`config.mk`:
```
export PLATFORM = sky130hd
export DESIGN_NAME = bitmap_run_allocator_unit_flat
export DESIGN_NICKNAME = d
export VERILOG_FILES = /design/src/hw/rtl/bra_pkg.sv /design/src/hw/rtl/bra_in_if.sv /design/src/hw/rtl/bra_out_if.sv /design/src/hw/rtl/bra_run_finder.sv /design/src/hw/rtl/bitmap_run_allocator_unit.sv /design/src/flat_wrapper.sv
export SDC_FILE = /design/constraint.sdc
export NUM_CORES = 2
export LEC_CHECK = 0
export BUFFER_PORTS_ARGS = -buffer_cell sky130_fd_sc_hd__buf_2
export CAP_MARGIN = 20
export CORE_MARGIN = 4
export CORE_UTILIZATION = 60
export CTS_CLUSTER_DIAMETER = 120
export DETAILED_ROUTE_END_ITERATION = 16
export PLACE_DENSITY_LB_ADDON = 0.3
export SLEW_MARGIN = 20
export SYNTH_ARGS = -nofsm -noshare
export SYNTH_HDL_FRONTEND = slang
export SYNTH_SLANG_ARGS = --single-unit
export TNS_END_PERCENT = 10
```
`constraint.sdc`:
```
create_clock -name clk -period 8.7 [get_ports clk]
set_clock_uncertainty 0.15 [all_clocks]
set_input_delay 0.435 -clock clk [delete_from_list [all_inputs] [get_ports clk]]
set_output_delay 0.435 -clock clk [all_outputs]
set_load 0.02 [all_outputs]
```
`src/hw/rtl/bra_pkg.sv`:
```
// Shared types and constants for the bitmap run allocator.
// No dependencies; every other file in hw/rtl imports this package.
`default_nettype none

package bra_pkg;

  localparam int CMD_W       = 2;
  localparam int IDX_W       = 10;
  localparam int LEN_W       = 11;
  localparam int CFG_W       = 8;
  localparam int LIM_W       = 11;  // eight times the largest register value
  localparam int WORD_W      = 32;  // map word width, one word per scan cycle
  localparam int WORD_BITS_W = 5;   // bit position within a map word
  localparam int CNT_W       = 12;  // free-run counter, holds limit plus one word
  localparam int WCNT_W      = 7;   // word counter, holds the word count itself

  localparam logic [CMD_W-1:0] CMD_TEST  = 2'd0;
  localparam logic [CMD_W-1:0] CMD_WRITE = 2'd1;
  localparam logic [CMD_W-1:0] CMD_SCAN  = 2'd2;
  localparam logic [CMD_W-1:0] CMD_CLEAR = 2'd3;

  localparam logic [CFG_W-1:0] CFG_RESET = 8'd128;

  // Outcome of evaluating one map word during a scan
  typedef struct packed {
    logic             hit;
    logic [IDX_W-1:0] start;
    logic [CNT_W-1:0] carry;
  } bra_scan_res_t;

endpackage

`default_nettype wire

```
`src/hw/rtl/bra_in_if.sv`:
```
// Command channel of the bitmap run allocator: valid/ready plus one command.
// Depends on bra_pkg for field widths.
`default_nettype none

interface bra_in_if import bra_pkg::*; ();
  logic             valid;
  logic             ready;
  logic [CMD_W-1:0] command;
  logic [IDX_W-1:0] bit_index;
  logic             bit_value;
  logic [LEN_W-1:0] run_length;

  modport source (output valid, command, bit_index, bit_value, run_length, input ready);
  modport sink   (input valid, command, bit_index, bit_value, run_length, output ready);
endinterface

`default_nettype wire

```
`src/hw/rtl/bra_out_if.sv`:
```
// Result channel of the bitmap run allocator: valid/ready plus one result.
// Depends on bra_pkg for field widths.
`default_nettype none

interface bra_out_if import bra_pkg::*; ();
  logic             valid;
  logic             ready;
  logic             found;
  logic [IDX_W-1:0] run_start;
  logic             bit_read;
  logic             error;

  modport source (output valid, found, run_start, bit_read, error, input ready);
  modport sink   (input valid, found, run_start, bit_read, error, output ready);
endinterface

`default_nettype wire

```
`src/hw/rtl/bra_run_finder.sv`:
```
// Scan datapath: evaluates one 32-bit map word against the wanted run length.
// Depends on bra_pkg; used by bitmap_run_allocator_unit once per scan cycle.
`default_nettype none

module bra_run_finder import bra_pkg::*; (
  input  wire logic [WORD_W-1:0] word,
  input  wire logic [CNT_W-1:0]  carry_in,
  input  wire logic [LIM_W-1:0]  base,
  input  wire logic [LIM_W-1:0]  limit,
  input  wire logic [LEN_W-1:0]  run_len,
  output bra_scan_res_t          res
);

  logic [WORD_BITS_W-1:0] hi_one [WORD_W];
  logic [WORD_W-1:0]      any_one;
  logic [CNT_W-1:0]       run_cnt [WORD_W];
  logic [WORD_W-1:0]      hit;
  logic [LIM_W:0]         pos;
  logic [WORD_BITS_W-1:0] sel;
  logic [LIM_W:0]         start_w;

  // highest used bit at or below each position
  always_comb begin
    for (int j = 0; j < WORD_W; j++) begin
      hi_one[j]  = '0;
      any_one[j] = 1'b0;
      for (int k = 0; k <= j; k++) begin
        if (word[k]) begin
          any_one[j] = 1'b1;
          hi_one[j]  = WORD_BITS_W'(k);
        end
      end
    end
  end

  // free-run length ending at each position, and whether it satisfies the request
  always_comb begin
    pos = '0;
    for (int j = 0; j < WORD_W; j++) begin
      if (any_one[j]) begin
        run_cnt[j] = CNT_W'(j) - CNT_W'(hi_one[j]);
      end else begin
        run_cnt[j] = carry_in + CNT_W'(j + 1);
      end
      pos    = {1'b0, base} + (LIM_W + 1)'(j);
      hit[j] = ~word[j] && (pos < {1'b0, limit}) && (run_cnt[j] >= {1'b0, run_len});
    end
  end

  // lowest hit wins
  always_comb begin
    sel = '0;
    for (int j = WORD_W - 1; j >= 0; j--) begin
      if (hit[j]) begin
        sel = WORD_BITS_W'(j);
      end
    end
    start_w = {1'b0, base} + (LIM_W + 1)'(sel) + (LIM_W + 1)'(1) - {1'b0, run_len};
    res.hit   = |hit;
    res.start = start_w[IDX_W-1:0];
    if (any_one[WORD_W-1]) begin
      res.carry = CNT_W'(WORD_W - 1) - CNT_W'(hi_one[WORD_W-1]);
    end else begin
      res.carry = carry_in + CNT_W'(WORD_W);
    end
  end

endmodule

`default_nettype wire

```
`src/hw/rtl/bitmap_run_allocator_unit.sv`:
```
// Bitmap run allocator, top level: command sequencer, map memory and result register.
// Depends on bra_pkg, bra_in_if, bra_out_if and bra_run_finder.
`default_nettype none

// First-fit allocation bitmap of MAP_BYTES bytes held in a single-port-write,
// registered-read memory of 32-bit words (bit i lives in word i/32, bit i%32).
// One command is taken per beat on in_ch and gives one result beat on out_ch;
// the block takes no new command until the current one has finished, but a
// finished result may sit in the output register while the next command runs.
// Per command: test and write read the addressed word, then pick out the bit or
// modify it and write it back, then load the result register; an out-of-range
// index or a zero run length goes straight to the result. A scan reads one map
// word per cycle and evaluates it in bra_run_finder the cycle after, and ends
// early at the first fit. Clear-all sweeps the memory one word a cycle. After
// reset the same sweep runs once before the first command is taken; cfg writes
// are accepted throughout and must only be issued while no command is in
// flight. A bytes_in_use above MAP_BYTES counts as MAP_BYTES.

module bitmap_run_allocator_unit import bra_pkg::*; #(
  parameter int MAP_BYTES = 128
) (
  input  wire logic             clk,
  input  wire logic             rst_n,
  bra_in_if.sink                in_ch,
  bra_out_if.source             out_ch,
  input  wire logic             cfg_we,
  input  wire logic [CFG_W-1:0] cfg_data
);

  localparam int WORDS = (MAP_BYTES + 3) / 4;
  localparam int AW    = (WORDS > 1) ? $clog2(WORDS) : 1;
  localparam logic [AW-1:0] LAST_WORD = AW'(WORDS - 1);
  localparam int EFF_W = 14;
  localparam logic [EFF_W-1:0] MAP_BYTES_C = EFF_W'(MAP_BYTES);

  localparam logic [2:0] ST_CLR  = 3'd0;
  localparam logic [2:0] ST_IDLE = 3'd1;
  localparam logic [2:0] ST_RD   = 3'd2;
  localparam logic [2:0] ST_BIT  = 3'd3;
  localparam logic [2:0] ST_SCAN = 3'd4;
  localparam logic [2:0] ST_DONE = 3'd5;

  // control state
  logic [2:0]        state_r,     state_nxt;
  logic [AW-1:0]     clr_addr_r,  clr_addr_nxt;
  logic              clr_cmd_r,   clr_cmd_nxt;
  logic [WCNT_W-1:0] rd_w_r,      rd_w_nxt;
  logic [WCNT_W-1:0] eval_w_r,    eval_w_nxt;
  logic              eval_vld_r,  eval_vld_nxt;
  logic [CNT_W-1:0]  carry_r,     carry_nxt;
  logic              out_valid_r, out_valid_nxt;
  logic [CFG_W-1:0]  bytes_r,     bytes_nxt;

  // latched command
  logic [CMD_W-1:0]  cmd_r, cmd_nxt;
  logic [IDX_W-1:0]  idx_r, idx_nxt;
  logic              val_r, val_nxt;
  logic [LEN_W-1:0]  len_r, len_nxt;

  // pending result and output register
  logic              res_found_r, res_found_nxt;
  logic [IDX_W-1:0]  res_start_r, res_start_nxt;
  logic              res_read_r,  res_read_nxt;
  logic              res_err_r,   res_err_nxt;
  logic              out_found_r, out_found_nxt;
  logic [IDX_W-1:0]  out_start_r, out_start_nxt;
  logic              out_read_r,  out_read_nxt;
  logic              out_err_r,   out_err_nxt;

  // map memory
  logic [WORD_W-1:0] mem [WORDS];
  logic [WORD_W-1:0] rd_data_r;
  logic              mem_we;
  logic [AW-1:0]     mem_wa;
  logic [WORD_W-1:0] mem_wd;
  logic [AW-1:0]     mem_ra;

  // derived limits
  logic [EFF_W-1:0]  cfg_ext;
  logic [CFG_W-1:0]  bytes_eff;
  logic [LIM_W-1:0]  limit;
  logic [CFG_W:0]    nw_sum;
  logic [WCNT_W-1:0] nwords;

  logic [AW+WORD_BITS_W-IDX_W+IDX_W-1:0] idx_addr_ext;
  logic [AW+WCNT_W-1:0]                  scan_addr_ext;
  logic [AW-1:0]                         idx_addr;
  logic [AW-1:0]                         scan_addr;
  logic [LIM_W-1:0]                      scan_base;
  bra_scan_res_t                         fres;

  always_comb begin
    cfg_ext   = {{(EFF_W - CFG_W){1'b0}}, bytes_r};
    bytes_eff = (cfg_ext > MAP_BYTES_C) ? MAP_BYTES_C[CFG_W-1:0] : bytes_r;
    limit     = {bytes_eff, 3'b000};
    nw_sum    = {1'b0, bytes_eff} + (CFG_W + 1)'(3);
    nwords    = nw_sum[CFG_W:2];
  end

  // word addresses, widened then cut to the memory's address width
  always_comb begin
    idx_addr_ext  = {{AW{1'b0}}, idx_r[IDX_W-1:WORD_BITS_W]};
    idx_addr      = idx_addr_ext[AW-1:0];
    scan_addr_ext = {{AW{1'b0}}, rd_w_r};
    scan_addr     = scan_addr_ext[AW-1:0];
    scan_base     = {eval_w_r[WCNT_W-2:0], {WORD_BITS_W{1'b0}}};
  end

  bra_run_finder u_finder (
    .word     (rd_data_r),
    .carry_in (carry_r),
    .base     (scan_base),
    .limit    (limit),
    .run_len  (len_r),
    .res      (fres)
  );

  assign in_ch.ready      = (state_r == ST_IDLE);
  assign out_ch.valid     = out_valid_r;
  assign out_ch.found     = out_found_r;
  assign out_ch.run_start = out_start_r;
  assign out_ch.bit_read  = out_read_r;
  assign out_ch.error     = out_err_r;

  always_comb begin
    state_nxt     = state_r;
    clr_addr_nxt  = clr_addr_r;
    clr_cmd_nxt   = clr_cmd_r;
    rd_w_nxt      = rd_w_r;
    eval_w_nxt    = eval_w_r;
    eval_vld_nxt  = eval_vld_r;
    carry_nxt     = carry_r;
    out_valid_nxt = out_valid_r;
    bytes_nxt     = cfg_we ? cfg_data : bytes_r;
    cmd_nxt       = cmd_r;
    idx_nxt       = idx_r;
    val_nxt       = val_r;
    len_nxt       = len_r;
    res_found_nxt = res_found_r;
    res_start_nxt = res_start_r;
    res_read_nxt  = res_read_r;
    res_err_nxt   = res_err_r;
    out_found_nxt = out_found_r;
    out_start_nxt = out_start_r;
    out_read_nxt  = out_read_r;
    out_err_nxt   = out_err_r;
    mem_we        = 1'b0;
    mem_wa        = idx_addr;
    mem_wd        = rd_data_r;
    mem_ra        = idx_addr;

    if (out_valid_r && out_ch.ready) begin
      out_valid_nxt = 1'b0;
    end

    case (state_r)
      ST_CLR: begin
        mem_we = 1'b1;
        mem_wa = clr_addr_r;
        mem_wd = '0;
        if (clr_addr_r == LAST_WORD) begin
          clr_addr_nxt = '0;
          state_nxt    = clr_cmd_r ? ST_DONE : ST_IDLE;
        end else begin
          clr_addr_nxt = clr_addr_r + AW'(1);
        end
      end

      ST_IDLE: begin
        if (in_ch.valid) begin
          cmd_nxt       = in_ch.command;
          idx_nxt       = in_ch.bit_index;
          val_nxt       = in_ch.bit_value;
          len_nxt       = in_ch.run_length;
          res_found_nxt = 1'b0;
          res_start_nxt = '0;
          res_read_nxt  = 1'b0;
          res_err_nxt   = 1'b0;
          case (in_ch.command)
            CMD_TEST, CMD_WRITE: begin
              if ({1'b0, in_ch.bit_index} >= limit) begin
                res_err_nxt = 1'b1;
                state_nxt   = ST_DONE;
              end else begin
                state_nxt   = ST_RD;
              end
            end
            CMD_SCAN: begin
              rd_w_nxt     = '0;
              eval_vld_nxt = 1'b0;
              carry_nxt    = '0;
              if (in_ch.run_length == '0) begin
                res_err_nxt = 1'b1;
                state_nxt   = ST_DONE;
              end else if (nwords == '0) begin
                state_nxt   = ST_DONE;
              end else begin
                state_nxt   = ST_SCAN;
              end
            end
            CMD_CLEAR: begin
              clr_cmd_nxt  = 1'b1;
              clr_addr_nxt = '0;
              state_nxt    = ST_CLR;
            end
            default: begin
              state_nxt = ST_DONE;
            end
          endcase
        end
      end

      ST_RD: begin
        // read of the addressed word is in flight
        state_nxt = ST_BIT;
      end

      ST_BIT: begin
        if (cmd_r == CMD_TEST) begin
          res_read_nxt = rd_data_r[idx_r[WORD_BITS_W-1:0]];
        end else begin
          mem_we = 1'b1;
          mem_wd[idx_r[WORD_BITS_W-1:0]] = val_r;
        end
        state_nxt = ST_DONE;
      end

      ST_SCAN: begin
        // read word rd_w_r while the finder checks word eval_w_r
        mem_ra     = scan_addr;
        eval_w_nxt = rd_w_r;
        if (rd_w_r < nwords) begin
          rd_w_nxt     = rd_w_r + WCNT_W'(1);
          eval_vld_nxt = 1'b1;
        end else begin
          eval_vld_nxt = 1'b0;
        end
        if (eval_vld_r) begin
          if (fres.hit) begin
            res_found_nxt = 1'b1;
            res_start_nxt = fres.start;
            state_nxt     = ST_DONE;
          end else begin
            carry_nxt = fres.carry;
            if (eval_w_r == nwords - WCNT_W'(1)) begin
              state_nxt = ST_DONE;
            end
          end
        end
      end

      ST_DONE: begin
        if (!out_valid_r || out_ch.ready) begin
          out_valid_nxt = 1'b1;
          out_found_nxt = res_found_r;
          out_start_nxt = res_start_r;
          out_read_nxt  = res_read_r;
          out_err_nxt   = res_err_r;
          clr_cmd_nxt   = 1'b0;
          state_nxt     = ST_IDLE;
        end
      end

      default: begin
        state_nxt = ST_IDLE;
      end
    endcase
  end

  always_ff @(posedge clk) begin
    if (mem_we) begin
      mem[mem_wa] <= mem_wd;
    end
    rd_data_r <= mem[mem_ra];
  end

  always_ff @(posedge clk) begin
    if (!rst_n) begin
      state_r     <= ST_CLR;
      clr_addr_r  <= '0;
      clr_cmd_r   <= 1'b0;
      rd_w_r      <= '0;
      eval_w_r    <= '0;
      eval_vld_r  <= 1'b0;
      carry_r     <= '0;
      out_valid_r <= 1'b0;
      bytes_r     <= CFG_RESET;
    end else begin
      state_r     <= state_nxt;
      clr_addr_r  <= clr_addr_nxt;
      clr_cmd_r   <= clr_cmd_nxt;
      rd_w_r      <= rd_w_nxt;
      eval_w_r    <= eval_w_nxt;
      eval_vld_r  <= eval_vld_nxt;
      carry_r     <= carry_nxt;
      out_valid_r <= out_valid_nxt;
      bytes_r     <= bytes_nxt;
    end
  end

  always_ff @(posedge clk) begin
    cmd_r       <= cmd_nxt;
    idx_r       <= idx_nxt;
    val_r       <= val_nxt;
    len_r       <= len_nxt;
    res_found_r <= res_found_nxt;
    res_start_r <= res_start_nxt;
    res_read_r  <= res_read_nxt;
    res_err_r   <= res_err_nxt;
    out_found_r <= out_found_nxt;
    out_start_r <= out_start_nxt;
    out_read_r  <= out_read_nxt;
    out_err_r   <= out_err_nxt;
  end

endmodule

`default_nettype wire
```
`src/flat_wrapper.sv`:
```
// flat-port wrapper written by rule: the top's interface ports become plain ports
module bitmap_run_allocator_unit_flat import bra_pkg::*;
#(
  parameter int MAP_BYTES = 128
)
  (clk, rst_n, cfg_we, cfg_data, in_ch_valid, in_ch_command, in_ch_bit_index, in_ch_bit_value, in_ch_run_length, in_ch_ready, out_ch_valid, out_ch_found, out_ch_run_start, out_ch_bit_read, out_ch_error, out_ch_ready);
  bra_in_if in_ch_i ();
  bra_out_if out_ch_i ();
  input  wire logic clk;
  input  wire logic rst_n;
  input  wire logic cfg_we;
  input  wire logic [CFG_W-1:0] cfg_data;
  input wire logic [$bits(in_ch_i.valid)-1:0] in_ch_valid;
  input wire logic [$bits(in_ch_i.command)-1:0] in_ch_command;
  input wire logic [$bits(in_ch_i.bit_index)-1:0] in_ch_bit_index;
  input wire logic [$bits(in_ch_i.bit_value)-1:0] in_ch_bit_value;
  input wire logic [$bits(in_ch_i.run_length)-1:0] in_ch_run_length;
  output wire logic [$bits(in_ch_i.ready)-1:0] in_ch_ready;
  output wire logic [$bits(out_ch_i.valid)-1:0] out_ch_valid;
  output wire logic [$bits(out_ch_i.found)-1:0] out_ch_found;
  output wire logic [$bits(out_ch_i.run_start)-1:0] out_ch_run_start;
  output wire logic [$bits(out_ch_i.bit_read)-1:0] out_ch_bit_read;
  output wire logic [$bits(out_ch_i.error)-1:0] out_ch_error;
  input wire logic [$bits(out_ch_i.ready)-1:0] out_ch_ready;
  assign in_ch_i.valid = in_ch_valid;
  assign in_ch_i.command = in_ch_command;
  assign in_ch_i.bit_index = in_ch_bit_index;
  assign in_ch_i.bit_value = in_ch_bit_value;
  assign in_ch_i.run_length = in_ch_run_length;
  assign in_ch_ready = in_ch_i.ready;
  assign out_ch_valid = out_ch_i.valid;
  assign out_ch_found = out_ch_i.found;
  assign out_ch_run_start = out_ch_i.run_start;
  assign out_ch_bit_read = out_ch_i.bit_read;
  assign out_ch_error = out_ch_i.error;
  assign out_ch_i.ready = out_ch_ready;
  bitmap_run_allocator_unit #(.MAP_BYTES(MAP_BYTES)) u_core (.clk(clk), .rst_n(rst_n), .in_ch(in_ch_i), .out_ch(out_ch_i), .cfg_we(cfg_we), .cfg_data(cfg_data));
endmodule
```
# --- Word-level counts from Yosys, hierarchy flattened ---
# Memory sizes are Yosys's and may differ from the RTL's. A register that Yosys moved wholly into a read port is not among the register bits.
# Index checks and enable logic that the tools add are counted.
totals:
  regBits: 95
  mem_bits_rw: 1024
  in_bits: 37
  output_inout_bits: 15
  wordCells: 524
  n_memories: 1
memory_table:
  columns: ["name", "depth", "word_bits", "read_ports", "rd_ports_with_merged_regs", "wr", "line", "text"]
  rows:
  - ["u_core.mem", 32, 32, 1, 1, 1, "bitmap_run_allocator_unit.sv:71", "logic [WORD_W-1:0] mem [WORDS];"]
classes:
  addsub: 101
  magnitude_cmp: 69
  n_eq_ne: 21
  mux: 190
  bitwise: 32
  n_reduce_logical: 89
ops:
  columns: ["op", "n"]
  rows:
  - ["$mux 12", 36]
  - ["$ge 12x11->1", 32]
  - ["$lt 12x11->1", 31]
  - ["$mux 5", 67]
  - ["$add 11x5->12 const B", 16]
  - ["$add 12x5->12 const B", 16]
  - ["$add 11x4->12 const B", 8]
  - ["$add 12x4->12 const B", 8]
  - ["$sub 5x5->6 const A", 16]
  - ["$logic_and 1x1->1", 66]
  - ["$pmux 32 s2", 1]
  - ["$mux 1", 54]
  - ["$add 11x3->12 const B", 4]
  - ["$add 12x3->12 const B", 4]
  - ["$sub 4x5->6 const A", 8]
  - ["$bwmux 32", 1]
  - ["$mux 32", 1]
  - ["$not 1->1", 32]
  - ["$reduce_or 32->1", 1]
  - ["$mux 10", 3]
  - ["$mux 3", 9]
  - ["$add 11x2->12 const B", 2]
  - ["$add 12x2->12 const B", 2]
  - ["$pmux 12 s2", 1]
  - ["other kinds (51)", 83]

# --- Longest topological paths before layout ---
logic_depth:
  depth_word: 73
  ltp_mapped: 37
  ltp_nobuf: 35

# --- Modules after synthesis ---
# A second synthesis with hierarchy kept.
hier_totals:
  cells_unflattened: 6950
  hier_area_um2: 72203.0
by_module_without_submodules:
  columns: ["module", "instances", "cells_per_inst", "area_per_inst_um2"]
  rows:
  - ["bitmap_run_allocator_unit", 1, 3400, 46774.9]
  - ["bra_run_finder", 1, 3550, 25428.1]

# --- Least setup slack after synthesis ---
# No wires, ideal clock.
synth_timing:
  path_type: "register -> register"
  startpoint: "reg u_core.rd_data_r[7] (read register of u_core.mem)"
  endpoint: "reg u_core.res_start_r[9] (data pin)"
  setup_time_ps: 266
  arrival_ps: 6935
  path_slack_ps: 1349
  path_stages_with_launch: 38
  n_path_buf: 3
  synth_period_minus_slack_ps: 7351
  cell_sequence: "dfxtp_1 clkbuf_1 or4_1 buf_2 buf_2 nand2_1 nand2_1 a21oi_2 a21oi_1 and2_1 nor2_1 nand2_1 ha_1 nand2_1 o21ai_0 ha_1 a21o_1 a2111oi_0 (+2 left out) o21ai_0 a31oi_1 o22ai_1 nor4_1 o31ai_1 nand2_1 ha_1 inv_1 ha_1 fa_1 a21o_1 a21o_1 a21o_1 a21oi_1 o21bai_1 a21oi_1 xnor2_1 nor2_1"
synth_between:
  elab_chain_cells: 67
  elab_cells_between_ends: 190
  cone_classes: "28 x add/sub; 25 x order compare; 110 x mux; 1 x bitwise; 26 x reduce/logical"
synth_lines:
  columns: ["item", "line", "text"]
  rows:
  - ["from (decl)", "bitmap_run_allocator_unit.sv:72", "logic [WORD_W-1:0] rd_data_r;"]
  - ["$mux 5 (25 in series)", "bra_run_finder.sv:28", "if (word[k]) begin"]
  - ["$sub 5x5->6", "bra_run_finder.sv:41", "run_cnt[j] = CNT_W'(j) - CNT_W'(hi_one[j]);"]
  - ["$mux 12", "bra_run_finder.sv:40", "if (any_one[j]) begin"]
  - ["$ge 12x11->1", "bra_run_finder.sv:46", "hit[j] = ~word[j] && (pos < {1'b0, limit}) && (run_cnt[j] >= {1'b0, run_len});"]
  - ["$logic_and 1x1->1", "bra_run_finder.sv:46", null]
  - ["$mux 5 (24 in series)", "bra_run_finder.sv:54", "if (hit[j]) begin"]
  - ["$mux 5 * (8 in series)", "bra_run_finder.sv:54", null]
  - ["$add 10x5->10 *", "bra_run_finder.sv:58", "start_w = {1'b0, base} + (LIM_W + 1)'(sel) + (LIM_W + 1)'(1) - {1'b0, run_len};"]
  - ["$add 10x1->10 *", "bra_run_finder.sv:58", null]
  - ["$sub 10x10->10 *", "bra_run_finder.sv:58", null]
  - ["$mux 10 *", "bitmap_run_allocator_unit.sv:239", "if (fres.hit) begin"]
  - ["$mux 10 *", "bitmap_run_allocator_unit.sv:238", "if (eval_vld_r) begin"]
  - ["$pmux 10 s2 *", "bitmap_run_allocator_unit.sv:156", "case (state_r)"]
  - ["to (signal assigned)", "bitmap_run_allocator_unit.sv:307", "res_start_r <= res_start_nxt;"]
  - ["to (decl)", "bitmap_run_allocator_unit.sv:62", "logic [IDX_W-1:0] res_start_r, res_start_nxt;"]
# Every way passes the cells marked *; elsewhere a longest branch is shown, timed or not. The select of a mux whose other input is x is not followed.
# A chain may end at the register's enable or synchronous reset.

# --- Worst setup path after layout ---
layout_timing:
  startpoint: "reg u_core.rd_data_r[5] (read register of u_core.mem)"
  endpoint: "reg u_core.res_start_r[9] (data pin)"
layout_between:
  elab_chain_cells: 69
  elab_cells_between_ends: 202
  cone_classes: "30 x add/sub; 27 x order compare; 116 x mux; 1 x bitwise; 28 x reduce/logical"
layout_lines:
  columns: ["item", "line"]
  rows:
  - ["$mux 5 (27 in series)", "bra_run_finder.sv:28"]
  - ["$sub 5x5->6", "bra_run_finder.sv:41"]
  - ["$mux 12", "bra_run_finder.sv:40"]
  - ["$ge 12x11->1", "bra_run_finder.sv:46"]
  - ["$logic_and 1x1->1", "bra_run_finder.sv:46"]
  - ["$mux 5 (26 in series)", "bra_run_finder.sv:54"]
  - ["$mux 5 * (6 in series)", "bra_run_finder.sv:54"]
  - ["$add 10x5->10 *", "bra_run_finder.sv:58"]
  - ["$add 10x1->10 *", "bra_run_finder.sv:58"]
  - ["$sub 10x10->10 *", "bra_run_finder.sv:58"]
  - ["$mux 10 *", "bitmap_run_allocator_unit.sv:239"]
  - ["$mux 10 *", "bitmap_run_allocator_unit.sv:238"]
  - ["$pmux 10 s2 *", "bitmap_run_allocator_unit.sv:156"]
# Marked as above.

==> run_results.csv <==
group,metric,value,unit
clock_network,cts_sinks,1151,
worst_hold_path,holdPathStages,3,
synthesis,syn_nets,6318,
floorplan,dieArea,111000,sq um
drt,drt_iter0_markers,6784,
synthesis,synth_edf_count,1074,
worst_setup_path,start_kind,"flop",
worst_setup_path,cpMaxStageDelayCell,"or4_1",
global_routing,grt.overflow.total,0,
floorplan,ios,52,
worst_setup_path,path_depth,36,
drt,first_pass_iters,6,
outcome,status,"complete, no violations",
clock_network,root_buffer,"clkbuf_16",
sta,final.period_utilization,0.961,
global_routing,grt_pass1_wl,318,mm
sta,fmax,120,MHz
placement,dpl.hpwl,137,mm
synthesis,synth_seq_cells,1151,
drt,drc,0,
clock_network,path_clk_slew,70,ps
clock_network,cts_buffers,111,
global_routing,grt_util_all_layers,0.385,
power_and_ir_drop,p_per_area,157,nW/um^2
worst_setup_path,cp_num_buf_inv,3,
power_and_ir_drop,p_leak,25.2,nW
worst_setup_path,arrival,8640,ps
floorplan,rows,118,
drt,drt-total-wl,220,mm
floorplan,die_x,333,um
cells_and_area,fill_cells,7646,
placement,postPlaceCellArea,66500,sq um
worst_setup_path,required,8980,ps
worst_setup_path,critPathTopFamily,"compound AO/OA/AOI/OAI gates",
synthesis,ys_seq_area_frac,0.533,
clock_network,cts_tree,"yes",
sta,setup_viol,0,
clock_network,cts.htree.levels,3,
synthesis,synth.distinct_cells,94,
sta,hold_viol,0,
synthesis,ys_async_sr_fraction,0,
cells_and_area,syn2layout_area_growth,11.5,%
power_and_ir_drop,vdd_drop_max,0.261,mV
sta,tightest_slew,1200,ps
global_routing,grt_pass1_vias,47700,
sta,whs,47.9,ps
worst_setup_path,worst-path-max-fanout,8,
synthesis,synthFlopType,"edfxtp_1",
floorplan,start_util,0.608,
worst_setup_path,cp_common_cell,"nand2_1",
clock_network,clock_latency,720,ps
placement,place_inst,7162,
synthesis,syn_area_per_cell,10.9,sq um
synthesis,synthCells,5840,
floorplan,core_area,104000,sq um
drt,vias,50200,
sta,layout_min_cycle_time,8360,ps
cells_and_area,finalNetCount,6408,
cells_and_area,fin_cells,7409,
placement,place.gp.congestion,1.05,
cells_and_area,drive_gt1_frac,0.108,
sta,relSlewSlack,0.202,
floorplan,die_h,333,um
worst_setup_path,crit_type,"flop to flop",
run,cap_viol_max_count,0,
global_routing,antenna_found_initial,8,
drt,antenna_left,0,
placement,io_buffers,51,
cells_and_area,stdcell_area,70700,sq um
drt,routed_via_density,6.78,
worst_setup_path,r2r_cells,36,
worst_hold_path,hold_path_class,"input port to flop",
synthesis,ys_warn_count,0,
worst_setup_path,end_kind,"flop",
clock_network,cts_max_path_buffers,3,
synthesis,syn_area,63400,sq um
global_routing,grt_max_degree,202,
worst_setup_path,critPathMaxStageDelay,600,ps
drt,wl_per_cell,29.6,um
sta,report.final.slew_viol_count,0,
flip-flops by register name, summed over array words and instances (netlist names), 2 cells and up:
signal,count
u_core.rd_data_r,32
u_core.rd_w_r,7
u_core.mem,1024
u_core.carry_r,12
u_core.bytes_r,8
u_core.out_ch.run_start,10
u_core.cmd_r,2
u_core.idx_r,10
u_core.len_r,11
u_core.state_r,3
u_core.clr_addr_r,5
u_core.eval_w_r,7
u_core.res_start_r,10
layout make-up:
cell class / count / area (sq um) / area share
Antenna cell: 3 / 7.51 / 0.000106
Clock buffer: 139 / 2950 / 0.0417
Clock inverter: 70 / 717 / 0.0101
Inverter: 90 / 338 / 0.00478
Multi-Input combinational cell: 4211 / 28300 / 0.400
Sequential cell: 1151 / 33800 / 0.478
Tap cell: 1380 / 1730 / 0.0244
Timing Repair Buffer: 365 / 2830 / 0.0400
path summary, 6_finish.rpt:
check / end / start / slack (ps)
worst min-delay path: u_core.state_r[0] / rst_n / 50
worst max-delay path: u_core.res_start_r[9] / u_core.rd_data_r[5] / 340
worst min register to register: u_core.out_ch.run_start[8] / u_core.res_start_r[8] / 270
worst max register to register: u_core.res_start_r[9] / u_core.rd_data_r[5] / 340
synthesized netlist by cell type (all sizes together) (24+ instances only):
cell type     n  share of area
a211oi      381          0.045
a21o         66         0.0078
a21oi       389          0.031
a311oi      133          0.018
a31oi       175          0.017
and2        272          0.027
buf          44         0.0034
clkbuf      344          0.020
dfxtp        77          0.024
edfxtp     1074           0.51
ha          440          0.087
inv          88         0.0052
mux2i        28         0.0046
nand2       783          0.046
nand2b       43         0.0042
nand3        71         0.0060
nand4        30         0.0034
nor2        371          0.022
nor2b        42         0.0041
nor3         64         0.0054
nor4         24         0.0038
o2111ai      25         0.0035
o211ai       25         0.0030
o21a         30         0.0036
o21ai       283          0.022
or3          64         0.0063
xnor2       141          0.019
xor2         84          0.012
where the power goes:
part	internal [W]	switching, W
clock	0.00274	0.00207
combinational	0.0000652	0.000147
sequential	0.00603	0.0000185
kinds of logic (layout without fill, tap and decap cells):
family | count (synthesis) | after routing | synth area share
xor+xnor | 225 | 225 | 0.0311
compound gates | 1648 | 1648 | 0.171
other cells | 1 | 4 | 0.0000592
buf+inv | 478 | 664 | 0.0291
fa+ha+maj | 441 | 441 | 0.0872
flops | 1151 | 1151 | 0.533
simple gates | 1847 | 1847 | 0.139
mux | 49 | 49 | 0.00995
repair_timing:
action | 4_1_cts | 5_1_grt
setup endpoints to repair | 0 | 3
gates resized for setup | 0 | 3
hold buffers | 35 | 0
endpoints found under the hold margin | 33 | 0
setup buffers | 0 | 0
cell usage in the layout, fill, tap and decap left out, types with 25 or more instances in the layout:
cell / n
xor2_1: 83
o21a_1: 30
o21ai_0: 244
o211ai_1: 25
xnor2_1: 141
inv_1: 85
nor3_1: 60
mux2i_1: 27
nor2_1: 335
dfxtp_1: 72
clkbuf_16: 113
a21oi_1: 388
buf_2: 51
nand2b_1: 43
a21o_1: 66
nand2_1: 780
nand3_1: 69
o2111ai_1: 25
nand4_1: 26
nor2b_1: 42
nor2_4: 35
and2_1: 270
or3_1: 63
a311oi_1: 133
dlygate4sd3_1: 35
clkinv_1: 25
edfxtp_1: 1074
ha_1: 440
a211oi_1: 381
a31oi_1: 174
buf_4: 269
worst min-delay path, stage by stage:
cell      delay (ps)
buf_2            220
o31ai_1          120
a211oi_1          50
stage by stage:
| step | worst slack (ps) | TNS (ps) | utilization | total power (W) |
|---|---|---|---|---|
| 2_1_floorplan | 1350 | 0 | - | 0.00626 |
| 3_3_place_gp | 405 | 0 | 0.638 | 0.00635 |
| 3_5_place_dp | 414 | 0 | 0.638 | 0.00636 |
| 4_1_cts | 400 | 0 | 0.677 | 0.0111 |
| 5_1_grt | -0.200 | -0.200 | 0.678 | 0.0113 |
| 6_report | 343 | 0 | 0.678 | 0.0111 |
layer usage:
layer,up-vias,GRT usage,part of all wire
li1,22200,-,-
met1,24300,0.495,0.37
met2,2993,0.615,0.46
met3,776,0.0733,0.10
met4,10,0.222,0.070
met5,-,0,0.00030
(Power assumes the default switching activity.)
